--- src/rtl/sosl_pkg.sv ---
// Shared types and constants for the self-organizing search list.
// Used by sosl_ctrl, sosl_dp, the top level and the port checker.
package sosl_pkg;

  // List geometry
  localparam int unsigned DEPTH = 16;
  localparam int unsigned IDX_W = $clog2(DEPTH);
  localparam int unsigned CNT_W = $clog2(DEPTH + 1);
  localparam int unsigned KEY_W = 32;
  localparam int unsigned POS_W = 4;
  localparam int unsigned CMD_W = 2;
  localparam int unsigned ST_W  = 2;

  // Command codes
  localparam logic [CMD_W-1:0] CMD_APPEND    = 2'd0;
  localparam logic [CMD_W-1:0] CMD_SEARCH    = 2'd1;
  localparam logic [CMD_W-1:0] CMD_MTF       = 2'd2;
  localparam logic [CMD_W-1:0] CMD_TRANSPOSE = 2'd3;

  // Status codes
  localparam logic [ST_W-1:0] ST_OK   = 2'd0;
  localparam logic [ST_W-1:0] ST_MISS = 2'd1;
  localparam logic [ST_W-1:0] ST_FULL = 2'd2;

  // Kind of result the controller asks the datapath to report
  typedef enum logic [1:0] {
    REPLY_APPEND,
    REPLY_FULL,
    REPLY_MISS,
    REPLY_HIT
  } reply_e;

  // Controller to datapath commands
  typedef struct packed {
    logic   load;         // capture cmd/key, restart the scan
    logic   scan;         // issue next scan read, advance compare stage
    logic   append;       // write key at the tail, bump the count
    logic   shift_start;  // capture hit entry, set up the reorder sweep
    logic   shift;        // one step of the reorder sweep
    logic   place;        // write the held entry at its new slot
    logic   emit;         // load the result registers
    reply_e reply;
  } sosl_ctrl_t;

  // Datapath to controller status
  typedef struct packed {
    logic is_append;
    logic full;
    logic empty;
    logic hit;
    logic last;
    logic reorder;
    logic shift_flush;
  } sosl_stat_t;

endpackage

--- src/rtl/self_organizing_search_list.sv ---
// Self-organizing search list: a bounded list of 32-bit values with
// move-to-front and transpose searches.
// Depends on sosl_pkg, sosl_ctrl and sosl_dp.
//
// Usage: drive cmd_i and key_value_i with start_i high; the command is
// taken at a clock edge where busy_o is low. One result per command comes
// back as a one-cycle pulse on valid_o with found_o, position_o and
// status_o; the receiver must take it, there is no back-pressure.
// An append or a full refusal is answered without a scan. A search
// matching at position k is answered when the compare stage reaches it,
// a miss when it reaches the last entry (an empty list is not scanned).
// Reordering keeps busy_o high after the result: move-to-front shifts
// the k entries ahead of the match up one slot, transpose shifts one,
// then the held entry is placed. The entry memory has one read and one
// write port: the scan checks one entry per cycle, the sweep moves one.
// A new command may be taken in the cycle the previous result is shown.
// Reset empties the list (fill count zero); entry contents are not cleared.
module self_organizing_search_list (
  input  logic                              clk_i,
  input  logic                              rst_ni,
  input  logic                              start_i,
  output logic                              busy_o,
  input  logic [sosl_pkg::CMD_W-1:0]        cmd_i,
  input  logic signed [sosl_pkg::KEY_W-1:0] key_value_i,
  output logic                              valid_o,
  output logic                              found_o,
  output logic [sosl_pkg::POS_W-1:0]        position_o,
  output logic [sosl_pkg::ST_W-1:0]         status_o
);

  sosl_pkg::sosl_ctrl_t ctrl;
  sosl_pkg::sosl_stat_t stat;

  sosl_ctrl u_ctrl (
    .clk_i   (clk_i),
    .rst_ni  (rst_ni),
    .start_i (start_i),
    .stat_i  (stat),
    .ctrl_o  (ctrl),
    .busy_o  (busy_o)
  );

  sosl_dp u_dp (
    .clk_i       (clk_i),
    .rst_ni      (rst_ni),
    .cmd_i       (cmd_i),
    .key_value_i (key_value_i),
    .ctrl_i      (ctrl),
    .stat_o      (stat),
    .valid_o     (valid_o),
    .found_o     (found_o),
    .position_o  (position_o),
    .status_o    (status_o)
  );

endmodule

--- src/rtl/sosl_dp.sv ---
// Datapath of the self-organizing search list: entry memory, fill count,
// scan compare pipeline, reorder sweep and result registers. Uses sosl_pkg.
module sosl_dp (
  input  logic                             clk_i,
  input  logic                             rst_ni,
  input  logic [sosl_pkg::CMD_W-1:0]       cmd_i,
  input  logic signed [sosl_pkg::KEY_W-1:0] key_value_i,
  input  sosl_pkg::sosl_ctrl_t             ctrl_i,
  output sosl_pkg::sosl_stat_t             stat_o,
  output logic                             valid_o,
  output logic                             found_o,
  output logic [sosl_pkg::POS_W-1:0]       position_o,
  output logic [sosl_pkg::ST_W-1:0]        status_o
);

  localparam int unsigned IDX_W = sosl_pkg::IDX_W;
  localparam int unsigned CNT_W = sosl_pkg::CNT_W;
  localparam int unsigned KEY_W = sosl_pkg::KEY_W;

  // Entry memory, one write and one registered read per cycle
  logic [KEY_W-1:0] mem_q [sosl_pkg::DEPTH];
  logic [KEY_W-1:0] rdata_q;
  logic [IDX_W-1:0] rd_addr;
  logic             we;
  logic [IDX_W-1:0] wr_addr;
  logic [KEY_W-1:0] wr_data;

  // Item and list state
  logic [sosl_pkg::CMD_W-1:0] cmd_q;
  logic [KEY_W-1:0]           key_q;
  logic [CNT_W-1:0]           count_q, count_d;

  // Scan pipeline
  logic [CNT_W-1:0] rd_idx_q, rd_idx_d;
  logic [IDX_W-1:0] cmp_idx_q, cmp_idx_d;
  logic             cmp_v_q, cmp_v_d;
  logic             rd_issue;

  // Reorder sweep
  logic [KEY_W-1:0] hold_q;
  logic [IDX_W-1:0] sh_idx_q, sh_idx_d;
  logic [IDX_W-1:0] sh_wa_q, sh_wa_d;
  logic [IDX_W-1:0] stop_q;
  logic             sh_rd_q, sh_rd_d;
  logic             sh_wv_q, sh_wv_d;

  // Results
  logic                       res_v_q;
  logic                       found_q;
  logic [sosl_pkg::POS_W-1:0] pos_q;
  logic [sosl_pkg::ST_W-1:0]  st_q;

  logic hit;

  // Status toward the controller
  assign hit = cmp_v_q && (rdata_q == key_q);
  assign rd_issue = rd_idx_q < count_q;

  always_comb begin
    stat_o.is_append   = (cmd_q == sosl_pkg::CMD_APPEND);
    stat_o.full        = (count_q == CNT_W'(sosl_pkg::DEPTH));
    stat_o.empty       = (count_q == '0);
    stat_o.hit         = hit;
    stat_o.last        = cmp_v_q && ((CNT_W'(cmp_idx_q) + CNT_W'(1)) == count_q);
    stat_o.reorder     = hit && (cmp_idx_q != '0) &&
                         ((cmd_q == sosl_pkg::CMD_MTF) || (cmd_q == sosl_pkg::CMD_TRANSPOSE));
    stat_o.shift_flush = sh_wv_q && !sh_rd_q;
  end

  // Memory port selection
  always_comb begin
    rd_addr = ctrl_i.shift ? sh_idx_q : rd_idx_q[IDX_W-1:0];
    we      = 1'b0;
    wr_addr = sh_wa_q;
    wr_data = rdata_q;
    if (ctrl_i.append) begin
      we      = 1'b1;
      wr_addr = count_q[IDX_W-1:0];
      wr_data = key_q;
    end else if (ctrl_i.shift && sh_wv_q) begin
      we = 1'b1;
    end else if (ctrl_i.place) begin
      we      = 1'b1;
      wr_addr = stop_q;
      wr_data = hold_q;
    end
  end

  always_ff @(posedge clk_i) begin
    if (we) begin
      mem_q[wr_addr] <= wr_data;
    end
    rdata_q <= mem_q[rd_addr];
  end

  // Scan and sweep next-state
  always_comb begin
    rd_idx_d  = rd_idx_q;
    cmp_idx_d = cmp_idx_q;
    cmp_v_d   = cmp_v_q;
    count_d   = count_q;
    sh_idx_d  = sh_idx_q;
    sh_wa_d   = sh_wa_q;
    sh_rd_d   = sh_rd_q;
    sh_wv_d   = sh_wv_q;
    if (ctrl_i.load) begin
      rd_idx_d = '0;
      cmp_v_d  = 1'b0;
    end else if (ctrl_i.scan) begin
      cmp_v_d = rd_issue;
      if (rd_issue) begin
        cmp_idx_d = rd_idx_q[IDX_W-1:0];
        rd_idx_d  = rd_idx_q + CNT_W'(1);
      end
    end
    if (ctrl_i.append) begin
      count_d = count_q + CNT_W'(1);
    end
    if (ctrl_i.shift_start) begin
      sh_idx_d = cmp_idx_q - IDX_W'(1);
      sh_rd_d  = 1'b1;
      sh_wv_d  = 1'b0;
    end else if (ctrl_i.shift) begin
      // read one slot lower, write it one slot up on the next cycle
      sh_wv_d = sh_rd_q;
      sh_wa_d = sh_idx_q + IDX_W'(1);
      if (sh_rd_q) begin
        if (sh_idx_q == stop_q) begin
          sh_rd_d = 1'b0;
        end else begin
          sh_idx_d = sh_idx_q - IDX_W'(1);
        end
      end
    end
  end

  // Control registers
  always_ff @(posedge clk_i or negedge rst_ni) begin
    if (!rst_ni) begin
      count_q  <= '0;
      rd_idx_q <= '0;
      cmp_v_q  <= 1'b0;
      sh_rd_q  <= 1'b0;
      sh_wv_q  <= 1'b0;
      res_v_q  <= 1'b0;
    end else begin
      count_q  <= count_d;
      rd_idx_q <= rd_idx_d;
      cmp_v_q  <= cmp_v_d;
      sh_rd_q  <= sh_rd_d;
      sh_wv_q  <= sh_wv_d;
      res_v_q  <= ctrl_i.emit;
    end
  end

  // Payload registers
  always_ff @(posedge clk_i) begin
    cmp_idx_q <= cmp_idx_d;
    sh_idx_q  <= sh_idx_d;
    sh_wa_q   <= sh_wa_d;
    if (ctrl_i.load) begin
      cmd_q <= cmd_i;
      key_q <= key_value_i;
    end
    if (ctrl_i.shift_start) begin
      hold_q <= rdata_q;
      stop_q <= (cmd_q == sosl_pkg::CMD_MTF) ? '0 : (cmp_idx_q - IDX_W'(1));
    end
    if (ctrl_i.emit) begin
      unique case (ctrl_i.reply)
        sosl_pkg::REPLY_APPEND: begin
          found_q <= 1'b0;
          pos_q   <= sosl_pkg::POS_W'(count_q);
          st_q    <= sosl_pkg::ST_OK;
        end
        sosl_pkg::REPLY_FULL: begin
          found_q <= 1'b0;
          pos_q   <= '0;
          st_q    <= sosl_pkg::ST_FULL;
        end
        sosl_pkg::REPLY_MISS: begin
          found_q <= 1'b0;
          pos_q   <= '0;
          st_q    <= sosl_pkg::ST_MISS;
        end
        sosl_pkg::REPLY_HIT: begin
          found_q <= 1'b1;
          pos_q   <= sosl_pkg::POS_W'(cmp_idx_q);
          st_q    <= sosl_pkg::ST_OK;
        end
        default: begin
          found_q <= 1'b0;
          pos_q   <= '0;
          st_q    <= sosl_pkg::ST_MISS;
        end
      endcase
    end
  end

  assign valid_o    = res_v_q;
  assign found_o    = found_q;
  assign position_o = pos_q;
  assign status_o   = st_q;

endmodule

--- src/rtl/sosl_ctrl.sv ---
// Controller of the self-organizing search list: sequences accept, scan,
// reorder sweep and final placement. Uses sosl_pkg types.
module sosl_ctrl (
  input  logic                 clk_i,
  input  logic                 rst_ni,
  input  logic                 start_i,
  input  sosl_pkg::sosl_stat_t stat_i,
  output sosl_pkg::sosl_ctrl_t ctrl_o,
  output logic                 busy_o
);

  localparam logic [1:0] S_IDLE  = 2'd0;
  localparam logic [1:0] S_SCAN  = 2'd1;
  localparam logic [1:0] S_SHIFT = 2'd2;
  localparam logic [1:0] S_PLACE = 2'd3;

  logic [1:0] state_q, state_d;

  // Next state and commands
  always_comb begin
    state_d            = state_q;
    ctrl_o             = '0;
    ctrl_o.reply       = sosl_pkg::REPLY_MISS;
    unique case (state_q)
      S_IDLE: begin
        if (start_i) begin
          ctrl_o.load = 1'b1;
          state_d     = S_SCAN;
        end
      end
      S_SCAN: begin
        ctrl_o.scan = 1'b1;
        if (stat_i.is_append) begin
          ctrl_o.emit = 1'b1;
          state_d     = S_IDLE;
          if (stat_i.full) begin
            ctrl_o.reply = sosl_pkg::REPLY_FULL;
          end else begin
            ctrl_o.append = 1'b1;
            ctrl_o.reply  = sosl_pkg::REPLY_APPEND;
          end
        end else if (stat_i.empty) begin
          ctrl_o.emit = 1'b1;
          state_d     = S_IDLE;
        end else if (stat_i.hit) begin
          ctrl_o.emit  = 1'b1;
          ctrl_o.reply = sosl_pkg::REPLY_HIT;
          if (stat_i.reorder) begin
            ctrl_o.shift_start = 1'b1;
            state_d            = S_SHIFT;
          end else begin
            state_d = S_IDLE;
          end
        end else if (stat_i.last) begin
          ctrl_o.emit = 1'b1;
          state_d     = S_IDLE;
        end
      end
      S_SHIFT: begin
        ctrl_o.shift = 1'b1;
        if (stat_i.shift_flush) begin
          state_d = S_PLACE;
        end
      end
      S_PLACE: begin
        ctrl_o.place = 1'b1;
        state_d      = S_IDLE;
      end
      default: begin
        state_d = S_IDLE;
      end
    endcase
  end

  always_ff @(posedge clk_i or negedge rst_ni) begin
    if (!rst_ni) begin
      state_q <= S_IDLE;
    end else begin
      state_q <= state_d;
    end
  end

  assign busy_o = (state_q != S_IDLE);

endmodule

--- config.mk ---
export PLATFORM = sky130hd
export DESIGN_NAME = self_organizing_search_list
export DESIGN_NICKNAME = d
export VERILOG_FILES = /design/src/rtl/sosl_pkg.sv /design/src/rtl/self_organizing_search_list.sv /design/src/rtl/sosl_dp.sv /design/src/rtl/sosl_ctrl.sv
export SDC_FILE = /design/constraint.sdc
export NUM_CORES = 1
export LEC_CHECK = 0
export ABC_CLOCK_PERIOD_IN_PS = 4190
export BUFFER_PORTS_ARGS = -buffer_cell sky130_fd_sc_hd__buf_2
export CAP_MARGIN = 20
export CELL_PAD_IN_SITES_DETAIL_PLACEMENT = 0
export CELL_PAD_IN_SITES_GLOBAL_PLACEMENT = 1
export CORE_MARGIN = 1
export CORE_UTILIZATION = 53
export DETAILED_ROUTE_END_ITERATION = 6
export PLACE_DENSITY_LB_ADDON = 0.1
export SYNTH_ARGS = -nofsm -noshare
export SYNTH_HDL_FRONTEND = slang
export SYNTH_SLANG_ARGS = --single-unit
--- constraint.sdc ---
create_clock -name clk_i -period 4.19 [get_ports clk_i]
set_clock_uncertainty 0.15 [all_clocks]
set_input_delay 0.2095 -clock clk_i [delete_from_list [all_inputs] [get_ports clk_i]]
set_output_delay 0.2095 -clock clk_i [all_outputs]
set_load 0.005 [all_outputs]
==> results.md, run 1 <==
* Crit path arrival time at 3.72 ns
* Most frequent standard cell in the layout excluding fill and tap cells: sky130_fd_sc_hd__edfxtp_1
* Seq/Total Area, Yosys at 75.6%
* Count of flip-flops with a built-in enable after synthesis at 601
* Number of distinct standard cells referenced by the synthesized netlist at 46
* Static Leak at 10.2 nW
* Number of levels the H-tree was split into at 3
* Avg WL per Cell at 25.9 um
* Post-Place Cell Area at 0.0269 mm2
* Detail-routed via count per cell at 5.90
* # clock sinks at 649
* Max rail drop VDD at 0.426 mV
* Reg-to-reg startpoint: u_dp.count_q[0]
* Path category of the worst min-delay check: primary input to register
* Number of rows in the core area at 79
* Crit start category: register
* DIE AREA at 0.0485 mm2
* Proportion of register bits with asynchronous set or reset after synthesis at 2.47%
* DRC viols at 2
* Number of storage elements in the synthesis netlist at 649
* Outcome: complete, but fails checks
* Final antenna diode count at 0
* Worst setup path class: register to register
* Max incr delay on CP at 0.80 ns
* Gate Count Post-Synth at 1,611
* Clock tree root driver cell: sky130_fd_sc_hd__clkbuf_16
* Slew at the pin closest to its max-slew limit at 1.07 ns
* Core Footprint at 0.0468 mm2
* Standard cell with the maximum stage delay on the critical path: sky130_fd_sc_hd__nor2_4
* Critical-path maximum fanout at 19
* Leading area contributor after synthesis: sky130_fd_sc_hd__edfxtp_1
* Final worst path period share at 86.0%
* Resized cells post-CTS at 0
* R2R setup slack at 0.59 ns
* Yosys Warn Count at 0
* Most frequent cells in the layout: sky130_fd_sc_hd__edfxtp_1, sky130_fd_sc_hd__nand2_1, sky130_fd_sc_hd__nand3_1, sky130_fd_sc_hd__clkbuf_16, sky130_fd_sc_hd__buf_4
* Category of the worst setup path capture point: register
* Violations in the final reports: DRC
* Final number of max-transition violations at 0
* Hold worst-path end: u_dp.key_q[26]
* Biggest area contributors in the synthesized netlist: sky130_fd_sc_hd__edfxtp_1, sky130_fd_sc_hd__mux4_2, sky130_fd_sc_hd__nand2_1
* Number of cells traversed by the worst hold path at 2
* Chip Height at 220 um
* Number of buffers inserted during clock tree synthesis at 68
* Length of the first detailed-routing pass in iterations at 7
* Number of global-route vias before repair at 13,900
* Wire length of the first global-routing pass at 92.3 mm
* Total placed cells including tap cells at 2,262
* Count of non-filler cells in the finished layout at 2,424
* Final count of hold timing violations at 0
* Placer congestion estimate at 0.851
* Synthesized netlist net count at 1,659
* Cell Chain, Critical Path: inv_1, ha_1, nand4bb_1, and2_2, o21ai_0, nand2_1, nor2_4, buf_4
* Largest net degree at the start of global routing at 65
* # setup viols final at 0
* Final critical delay including setup and external delays at 3.60 ns
* Power density normalized to cell area at 658 mW/mm2
* Number of fill cells at 3,408
* Relative slew slack at 28.0%
* Total power at 0.0193 W
* Area added between synthesis and finish at 16.3%
* Fraction of synthesized cell area taken by the top area cell type at 71.5%
* Buffers on Ports at 45
* Final global-route overflow total at 0
* Average size of a mapped cell at 15.7 um2
* Number of violations of the max-capacitance limit at 0
* Chip Width at 220 um
* Total wire length after detailed routing at 62.8 mm
* Final-stage net count at 1,812
* Hold wc startpoint: key_value_i[26]
* Clock Tree Buf Depth at 3
* Length in cells of the worst reg-to-reg path at 8
* Post-layout instance area at 0.0294 mm2
* Fin Hold WS at 0.202 ns
* Unrepaired setup endpoints after global routing: no
* Final TNS setup at 0 ns
* Aggregate global-route resource usage at 26.9%
* Starting density of the core at 54.0%
* First DRT Iteration DRCs at 1,584
* Setup fix buffers added after clock tree synthesis at 0
* Top-Level Pins at 46
* Hold buffers post-CTS at 37
* Clock-pin slew of the registers on the worst-case setup and hold paths at 0.06 ns
* Reg-to-Reg End: u_dp.mem_q[14][5]
* Critical path required time at 4.31 ns
* Synth Flop Type: sky130_fd_sc_hd__edfxtp_1
* Antenna-violating nets left at 0
* Layout cell share with drive strength beyond 1 at 17.4%
* Worst-Skew Late Latency at 0.60 ns
* Maximum operating frequency at 277 MHz
* TritonCTS clock tree: done
* Via count of the routed design at 14,300
* Estimated wirelength of the detail-placed design at 36.5 mm
* Initial antenna violation count at 2
* Netlist area before placement at 0.0252 mm2
==> stage by stage <==
step | setup slack (ns) | util (%)
2_1_floorplan | 0.519 | -
3_3_place_gp | 0.669 | 57.4
3_5_place_dp | 0.611 | 57.4
4_1_cts | 0.581 | 62.7
5_1_grt | 0.366 | 62.8
6_report | 0.586 | 62.8
==> metal layers <==
layer	routed length (um)	part of all wire [%]	track usage, %	vias to the layer above
met5	13	0.021	0	-
met4	873	1.4	6.55	2
met3	4130	6.6	3.99	66
met2	30000	48	42.5	500
met1	27700	44	39.7	7333
li1	-	-	-	6410
==> worst max-delay path, delay by kind of cell (launching register included) <==
kind,cells,cell delay (ns)
buffers and inverters,2,0.56
adder cells (fa/ha/maj),1,0.20
AO/OA/AOI/OAI,1,0.35
AND/OR/NAND/NOR,4,1.56
flip-flops,1,0.45
==> worst max path at each step <==
stage	from	endpoint	cells after the start
after floorplan	u_ctrl.state_q[0]	u_dp.mem_q[0][0]	7
after global placement	u_dp.count_q[0]	u_dp.mem_q[14][7]	8
after detailed placement	u_dp.count_q[0]	u_dp.mem_q[14][7]	8
after CTS	u_dp.count_q[0]	u_dp.mem_q[14][20]	8
after global routing	u_dp.count_q[0]	u_dp.mem_q[15][23]	8
final	u_dp.count_q[0]	u_dp.mem_q[14][5]	8
==> flip-flops by register name, summed over array words and instances, names as in the netlist, 5 cells and up, named ones only <==
register	flops
u_dp.count_q	5
u_dp.hold_q	32
u_dp.key_q	32
u_dp.mem_q	512
u_dp.rd_idx_q	5
u_dp.rdata_q	32
==> where the power goes <==
part           leakage, nW  internal, W  total [W]  switching [W]
clock network         1.03      0.00335    0.00572        0.00237
logic                 3.24      0.00167    0.00470        0.00304
registers             5.92      0.00851    0.00888       0.000373
==> cells by family (layout without fill, tap and decap cells) <==
family                   after synthesis  after routing  synth area share (%)
flip-flops                           649            649                  75.6
buffers and inverters                103            309                  1.66
adder cells (fa/ha/maj)               11             11                 0.545
XOR/XNOR                              52             52                  1.80
multiplexers                         110            110                  7.54
AO/OA/AOI/OAI                        132            132                  3.09
AND/OR/NAND/NOR                      554            554                  9.72
==> final cells by class <==
type	instances	area (um2)	share of cell area, %
clock inverters	30	213	0.725
inverters	21	78.8	0.269
multi-input cells	859	5930	20.2
well taps	607	759	2.59
flip-flops and latches	649	19100	65.0
clock buffers	93	1900	6.47
repair buffers	165	1380	4.70
==> cells in the mapped netlist, types with 2 or more instances <==
library cell / instances
sky130_fd_sc_hd__xnor2_1: 32
sky130_fd_sc_hd__nand2b_1: 5
sky130_fd_sc_hd__mux4_2: 64
sky130_fd_sc_hd__nand2_1: 317
sky130_fd_sc_hd__o21ai_0: 62
sky130_fd_sc_hd__xor2_1: 20
sky130_fd_sc_hd__nor4_1: 5
sky130_fd_sc_hd__edfxtp_1: 601
sky130_fd_sc_hd__a31oi_1: 2
sky130_fd_sc_hd__nor2_1: 32
sky130_fd_sc_hd__dfxtp_1: 32
sky130_fd_sc_hd__nand3b_1: 2
sky130_fd_sc_hd__a21oi_1: 8
sky130_fd_sc_hd__a21o_1: 3
sky130_fd_sc_hd__dfrtp_1: 16
sky130_fd_sc_hd__and2_1: 2
sky130_fd_sc_hd__mux2i_1: 45
sky130_fd_sc_hd__nor3_1: 3
sky130_fd_sc_hd__a22oi_1: 33
sky130_fd_sc_hd__buf_2: 19
sky130_fd_sc_hd__ha_1: 11
sky130_fd_sc_hd__buf_1: 7
sky130_fd_sc_hd__clkbuf_1: 55
sky130_fd_sc_hd__o21ai_1: 15
sky130_fd_sc_hd__nand4_1: 41
sky130_fd_sc_hd__inv_1: 21
sky130_fd_sc_hd__nand3_1: 137
sky130_fd_sc_hd__o31ai_1: 3
Power figures use the tool's default switching activity.
==> run 2: changes to the inputs <==
--- a/config.mk
+++ b/config.mk
@@ -13,7 +13,7 @@
 export CORE_MARGIN = 1
 export CORE_UTILIZATION = 53
 export DETAILED_ROUTE_END_ITERATION = 6
-export PLACE_DENSITY_LB_ADDON = 0.1
+export PLACE_DENSITY = 0.87
 export SYNTH_ARGS = -nofsm -noshare
 export SYNTH_HDL_FRONTEND = slang
 export SYNTH_SLANG_ARGS = --single-unit
==> run 2 against run 1 <==
- register-to-register slack gained 0.19 ns
- highest routed layer unchanged
- critical path type unchanged
- count of clock-buffer cells in the layout is 1 higher
- combinational power shrank 4.5%
- the run still ends with DRC left
==> results.md, run 2 (same netlist as run 1, synthesis figures left out) <==
* Outcome: complete, but fails checks (unchanged)
* Violations in the final reports: DRC (unchanged)
* Length of the first detailed-routing pass in iterations at 7 (unchanged)
* Estimated wirelength of the detail-placed design at 33.6 mm (was 36.5 mm)
* Most frequent standard cell in the layout excluding fill and tap cells: sky130_fd_sc_hd__edfxtp_1 (unchanged)
* Resized cells post-CTS at 0 (unchanged)
* Core Footprint at 0.0468 mm2 (unchanged)
* Final critical delay including setup and external delays at 3.42 ns (was 3.60 ns)
* Maximum operating frequency at 293 MHz (was 277 MHz)
* Worst setup path class: register to register (unchanged)
* Avg WL per Cell at 24.6 um (was 25.9 um)
* Register name with the most flops: u_dp.mem_q (unchanged)
* DRC viols at 5 (was 2)
* Clock Tree Buf Depth at 3 (unchanged)
* Placer congestion estimate at 0.919 (was 0.851)
* Number of rows in the core area at 79 (unchanged)
* Worst-Skew Late Latency at 0.60 ns (about the same)
* Final global-route overflow total at 0 (unchanged)
* Top-Level Pins at 46 (unchanged)
* Number of levels the H-tree was split into at 3 (unchanged)
* Static Leak at 10.1 nW (was 10.2 nW)
* Category of the worst setup path capture point: register (unchanged)
* DIE AREA at 0.0485 mm2 (unchanged)
* Number of buffers inserted during clock tree synthesis at 66 (was 68)
* Crit path arrival time at 3.56 ns (was 3.72 ns)
* Layout cell share with drive strength beyond 1 at 17.2% (was 17.4%)
* Final number of max-transition violations at 0 (unchanged)
* Area added between synthesis and finish at 16.1% (was 16.3%)
* Number of flip-flops under the largest register name at 512 (unchanged)
* Number of fill cells at 3,203 (was 3,408)
* Relative slew slack at 23.8% (was 28.0%)
* Largest net degree at the start of global routing at 74 (was 65)
* Clock tree root driver cell: sky130_fd_sc_hd__clkbuf_16 (unchanged)
* Final antenna diode count at 0 (unchanged)
* Number of violations of the max-capacitance limit at 0 (unchanged)
* Final-stage net count at 1,803 (was 1,812)
* Total wire length after detailed routing at 59.2 mm (was 62.8 mm)
* Chip Width at 220 um (unchanged)
* Clock-pin slew of the registers on the worst-case setup and hold paths at 0.06 ns (about the same)
* TritonCTS clock tree: done (unchanged)
* Unrepaired setup endpoints after global routing: no (unchanged)
* Initial antenna violation count at 1 (was 2)
* Worst slack at placement at 0.822 ns (was 0.611 ns)
* Detail-routed via count per cell at 6.05 (was 5.90)
* Slew at the pin closest to its max-slew limit at 1.14 ns (was 1.07 ns)
* Via count of the routed design at 14,600 (was 14,300)
* Final worst path period share at 81.6% (was 86.0%)
* Starting density of the core at 54.0% (unchanged)
* Critical-path maximum fanout at 14 (was 19)
* First DRT Iteration DRCs at 1,840 (was 1,584)
* Path category of the worst min-delay check: primary input to register (unchanged)
* # clock sinks at 649 (unchanged)
* Critical path required time at 4.33 ns (was 4.31 ns)
* Setup fix buffers added after clock tree synthesis at 0 (unchanged)
* Antenna-violating nets left at 0 (unchanged)
* Final count of hold timing violations at 0 (unchanged)
* Power density normalized to cell area at 653 mW/mm2 (was 658 mW/mm2)
* Chip Height at 220 um (unchanged)
* Aggregate global-route resource usage at 25.1% (was 26.9%)
* Wire length of the first global-routing pass at 88.5 mm (was 92.3 mm)
* Crit start category: register (unchanged)
* # setup viols final at 0 (unchanged)
* Final TNS setup at 0 ns (unchanged)
* Number of global-route vias before repair at 14,700 (was 13,900)
* Max rail drop VDD at 0.544 mV (was 0.426 mV)
* Most frequent cells in the layout: sky130_fd_sc_hd__edfxtp_1, sky130_fd_sc_hd__nand2_1, sky130_fd_sc_hd__nand3_1, sky130_fd_sc_hd__clkbuf_16, sky130_fd_sc_hd__mux4_2 (was sky130_fd_sc_hd__edfxtp_1, sky130_fd_sc_hd__nand2_1, sky130_fd_sc_hd__nand3_1, sky130_fd_sc_hd__clkbuf_16, sky130_fd_sc_hd__buf_4)
* Buffers on Ports at 45 (unchanged)
* Final WS setup at 0.771 ns (was 0.586 ns)
-- run 2: repair_timing --
action,CTS,global route
hold endpoints to repair,55,0
endpoints found under the setup margin,0,0
hold buffers,37,0
-- run 2: worst paths after layout --
check / start / to / slack, ns / depth (start not counted)
worst max-delay path: u_ctrl.state_q[0] / u_dp.mem_q[8][4] / 0.77 / 6
worst min-delay path: key_value_i[25] / u_dp.key_q[25] / 0.17 / 2
worst max register to register: u_ctrl.state_q[0] / u_dp.mem_q[8][4] / 0.77 / 6
worst min register to register: u_dp.rdata_q[15] / u_dp.hold_q[15] / 0.33 / 0
max in group asynchronous: rst_ni / u_dp.sh_wv_q / 2.70 / 3
min in group asynchronous: rst_ni / u_dp.valid_o / 0.65 / 3
-- run 2: power breakdown --
part | switching, W | internal [W] | leakage, nW
logic | 0.00290 | 0.00159 | 3.20
clock network | 0.00236 | 0.00337 | 1.02
registers | 0.000417 | 0.00850 | 5.92
total | 0.00567 | 0.0135 | 10.1
-- run 2: worst max-delay path, stage by stage, from the launching register on --
cell and delay (ns):
sky130_fd_sc_hd__dfrtp_1 0.56, sky130_fd_sc_hd__nor4b_2 0.52, sky130_fd_sc_hd__and2_2 0.39, sky130_fd_sc_hd__o21ai_0 0.22, sky130_fd_sc_hd__nand2b_1 0.37, sky130_fd_sc_hd__nor2_4 0.65
sky130_fd_sc_hd__buf_12 0.24
-- run 2: metrics by stage --
stage / hold WS (ns) / power, W / util, % / std cells / instance area [um2]
finish: 0.171 / 0.0191 / 62.6 / 2410 / 29300
global route: 0.169 / 0.0198 / 62.6 / 2410 / 29300
floorplan: -0.236 / 0.0117 / - / 1611 / 25200
detailed placement: 0.0226 / 0.0134 / 57.4 / 2255 / 26800
global placement: 0.00788 / 0.0133 / 57.3 / 2253 / 26800
CTS: 0.155 / 0.0191 / 62.6 / 2408 / 29300
-- run 2: area by class of cell --
class	count	area, um2	area share (%)
Sequential cell	649	19100	65.2
Multi-Input combinational cell	859	5930	20.3
Clock buffer	94	1880	6.43
Timing Repair Buffer	158	1340	4.56
Tap cell	607	759	2.59
Clock inverter	22	209	0.713
Inverter	21	78.8	0.269
-- run 2: layer usage --
layer | share of wire (%) | routed length (um) | vias up | GRT usage [%]
li1 | - | - | 6373 | -
met1 | 40 | 23600 | 7365 | 33.9
met2 | 48 | 28500 | 724 | 40.2
met3 | 8.8 | 5220 | 120 | 5.33
met4 | 3.2 | 1870 | 4 | 9.75
met5 | 0.044 | 26 | - | 0
==> run 3: changes to the inputs <==
--- a/config.mk
+++ b/config.mk
@@ -5,15 +5,15 @@
 export SDC_FILE = /design/constraint.sdc
 export NUM_CORES = 1
 export LEC_CHECK = 0
-export ABC_CLOCK_PERIOD_IN_PS = 4190
+export ABC_CLOCK_PERIOD_IN_PS = 2800
 export BUFFER_PORTS_ARGS = -buffer_cell sky130_fd_sc_hd__buf_2
 export CAP_MARGIN = 20
 export CELL_PAD_IN_SITES_DETAIL_PLACEMENT = 0
 export CELL_PAD_IN_SITES_GLOBAL_PLACEMENT = 1
 export CORE_MARGIN = 1
-export CORE_UTILIZATION = 53
+export CORE_UTILIZATION = 48
 export DETAILED_ROUTE_END_ITERATION = 6
-export PLACE_DENSITY = 0.87
+export PLACE_DENSITY = 0.84
 export SYNTH_ARGS = -nofsm -noshare
 export SYNTH_HDL_FRONTEND = slang
 export SYNTH_SLANG_ARGS = --single-unit
==> constraint.sdc (replaced) <==
create_clock -name clk_i -period 2.8 [get_ports clk_i]
set_clock_uncertainty 0.15 [all_clocks]
set_input_delay 0.14 -clock clk_i [delete_from_list [all_inputs] [get_ports clk_i]]
set_output_delay 0.14 -clock clk_i [all_outputs]
set_load 0.005 [all_outputs]
==> run 3 against run 2 <==
- the flow finishes with violations (setup timing)
- non-clock buffer count is 66 higher
- count of clock-buffer cells in the layout shrank 2
- core utilization shrank 3.9 points
- final area up 3.5%
- global-route usage shrank 1.2 points
- worst setup slack lost 0.82 ns
- power up 53%
- final cell count is 6.1% higher
- critical path depth is 1 higher
- routed wire length is 6.4% higher
- largest cell class unchanged
==> results.md, run 3 (same netlist as run 1, synthesis figures left out) <==
* Critical path required time at 2.95 ns (was 4.33 ns)
* TritonCTS clock tree: done (unchanged)
* Number of rows in the core area at 83 (was 79)
* Number of buffers inserted during clock tree synthesis at 67 (was 66)
* Relative slew slack at 38.6% (was 23.8%)
* Final critical delay including setup and external delays at 2.85 ns (was 3.42 ns)
* Final WS setup at -0.0470 ns (was 0.771 ns)
* Total wire length after detailed routing at 63.0 mm (was 59.2 mm)
* Clock Tree Buf Depth at 3 (unchanged)
* Avg WL per Cell at 24.6 um (about the same)
* Maximum operating frequency at 351 MHz (was 293 MHz)
* Placer congestion estimate at 0.919 (about the same)
* Most frequent cells in the layout: sky130_fd_sc_hd__edfxtp_1, sky130_fd_sc_hd__nand2_1, sky130_fd_sc_hd__nand3_1, sky130_fd_sc_hd__buf_4, sky130_fd_sc_hd__clkbuf_16 (was sky130_fd_sc_hd__edfxtp_1, sky130_fd_sc_hd__nand2_1, sky130_fd_sc_hd__nand3_1, sky130_fd_sc_hd__clkbuf_16, sky130_fd_sc_hd__mux4_2)
* Final TNS setup at -0.568 ns (was 0 ns)
* Number of violations of the max-capacitance limit at 0 (unchanged)
* Top-Level Pins at 46 (unchanged)
* Register name with the most flops: u_dp.mem_q (unchanged)
* Estimated wirelength of the detail-placed design at 38.0 mm (was 33.6 mm)
* Final count of hold timing violations at 0 (unchanged)
* Number of flip-flops under the largest register name at 512 (unchanged)
* Number of levels the H-tree was split into at 3 (unchanged)
* # clock sinks at 649 (unchanged)
* Buffers on Ports at 45 (unchanged)
* Worst-Skew Late Latency at 0.61 ns (was 0.60 ns)
* Crit start category: register (unchanged)
* Violations in the final reports: setup timing (was DRC)
* Final-stage net count at 1,870 (was 1,803)
* First DRT Iteration DRCs at 1,773 (was 1,840)
* Clock-pin slew of the registers on the worst-case setup and hold paths at 0.06 ns (about the same)
* Most frequent standard cell in the layout excluding fill and tap cells: sky130_fd_sc_hd__edfxtp_1 (unchanged)
* # setup viols final at 29 (was 0)
* Final number of max-transition violations at 0 (unchanged)
* Fin Hold WS at 0.0999 ns (was 0.171 ns)
* Worst setup path class: register to register (unchanged)
* Total power at 0.0294 W (was 0.0191 W)
* Clock tree root driver cell: sky130_fd_sc_hd__clkbuf_16 (unchanged)
* Power density normalized to cell area at 968 mW/mm2 (was 653 mW/mm2)
* Path category of the worst min-delay check: primary input to register (unchanged)
* Chip Height at 231 um (was 220 um)
* DRC viols at 0 (was 5)
* Via count of the routed design at 15,100 (was 14,600)
* Unrepaired setup endpoints after global routing: yes (was no)
* Area added between synthesis and finish at 20.2% (was 16.1%)
* Final worst path period share at 102% (was 81.6%)
* Slew at the pin closest to its max-slew limit at 0.920 ns (was 1.14 ns)
* Core Footprint at 0.0516 mm2 (was 0.0468 mm2)
* Category of the worst setup path capture point: register (unchanged)
* Initial antenna violation count at 5 (was 1)
* Final global-route overflow total at 0 (unchanged)
* Largest net degree at the start of global routing at 63 (was 74)
* Outcome: complete, but fails checks (unchanged)
* Crit path arrival time at 3.00 ns (was 3.56 ns)
* Setup fix buffers added after clock tree synthesis at 0 (unchanged)
* Chip Width at 231 um (was 220 um)
* Detail-routed via count per cell at 5.90 (was 6.05)
* Critical-path maximum fanout at 13 (was 14)
* Max rail drop VDD at 0.772 mV (was 0.544 mV)
* Antenna-violating nets left at 0 (unchanged)
* Starting density of the core at 48.9% (was 54.0%)
* Total placed cells including tap cells at 2,395 (was 2,255)
* DIE AREA at 0.0535 mm2 (was 0.0485 mm2)
* Static Leak at 10.6 nW (was 10.1 nW)
* Length of the first detailed-routing pass in iterations at 7 (unchanged)
* Count of non-filler cells in the finished layout at 2,558 (was 2,410)
* Aggregate global-route resource usage at 23.9% (was 25.1%)
* Layout cell share with drive strength beyond 1 at 20.5% (was 17.2%)
* Number of global-route vias before repair at 15,100 (was 14,700)
* Wire length of the first global-routing pass at 93.6 mm (was 88.5 mm)
* Final Util at 58.8% (was 62.6%)
==> run 3: worst max-delay path, stage by stage (launching register included) <==
cell	delay [ns]
sky130_fd_sc_hd__edfxtp_1	0.45
sky130_fd_sc_hd__xnor2_2	0.22
sky130_fd_sc_hd__nand4_1	0.13
sky130_fd_sc_hd__or4_1	0.56
sky130_fd_sc_hd__or4_4	0.46
sky130_fd_sc_hd__nand2b_4	0.17
sky130_fd_sc_hd__clkinvlp_4	0.18
sky130_fd_sc_hd__clkbuf_16	0.21
==> run 3: power breakdown <==
group	switching (W)	internal, W
Sequential	0.000546	0.0127
Clock	0.00363	0.00499
Combinational	0.00467	0.00281
==> run 3: what timing repair did <==
item                                    in CTS  in global routing
hold buffers                                37                  0
endpoints found under the setup margin      42                 61
resized for setup                            2                  8
hold endpoints to repair                    57                  0
cloned                                       0                  1
pin swaps                                    0                  1
==> run 3: per-stage QoR <==
stage               worst slack, ns  area (um2)
floorplan                    -0.240       25300
detailed placement          -0.0724       27700
global placement            0.00985       27700
finish                      -0.0470       30300
global route                 -0.113       30300
CTS                          0.0119       30300
==> run 3: layout make-up <==
class                           instances  area, um2
Timing Repair Buffer                  224       2180
Tap cell                              680        851
Inverter                               21       82.6
Multi-Input combinational cell        859       5990
Clock inverter                         30        289
Antenna cell                            3       7.51
Fill cell                            3787      21300
Sequential cell                       649      19100
Clock buffer                           92       1830
==> run 3: final timing paths <==
check | from | endpoint | slack, ns | cells after the start
worst max-delay path | u_dp.key_q[31] | u_dp.stop_q[3] | -0.05 | 7
worst min-delay path | key_value_i[18] | u_dp.key_q[18] | 0.1 | 2
worst max register to register | u_dp.key_q[31] | u_dp.stop_q[3] | -0.05 | 7
worst min register to register | u_dp.rdata_q[6] | u_dp.hold_q[6] | 0.33 | 0
max in group asynchronous | rst_ni | u_dp.rd_idx_q[4] | 1.46 | 3
min in group asynchronous | rst_ni | u_dp.cmp_v_q | 0.54 | 3
==> run 3: metal layers <==
metal	part of all wire (%)	wire [um]	GRT usage (%)
met5	0.063	40	0
met4	3.1	1940	7.99
met3	9.5	6000	6.88
met2	47	29800	37.7
met1	40	25200	31.9
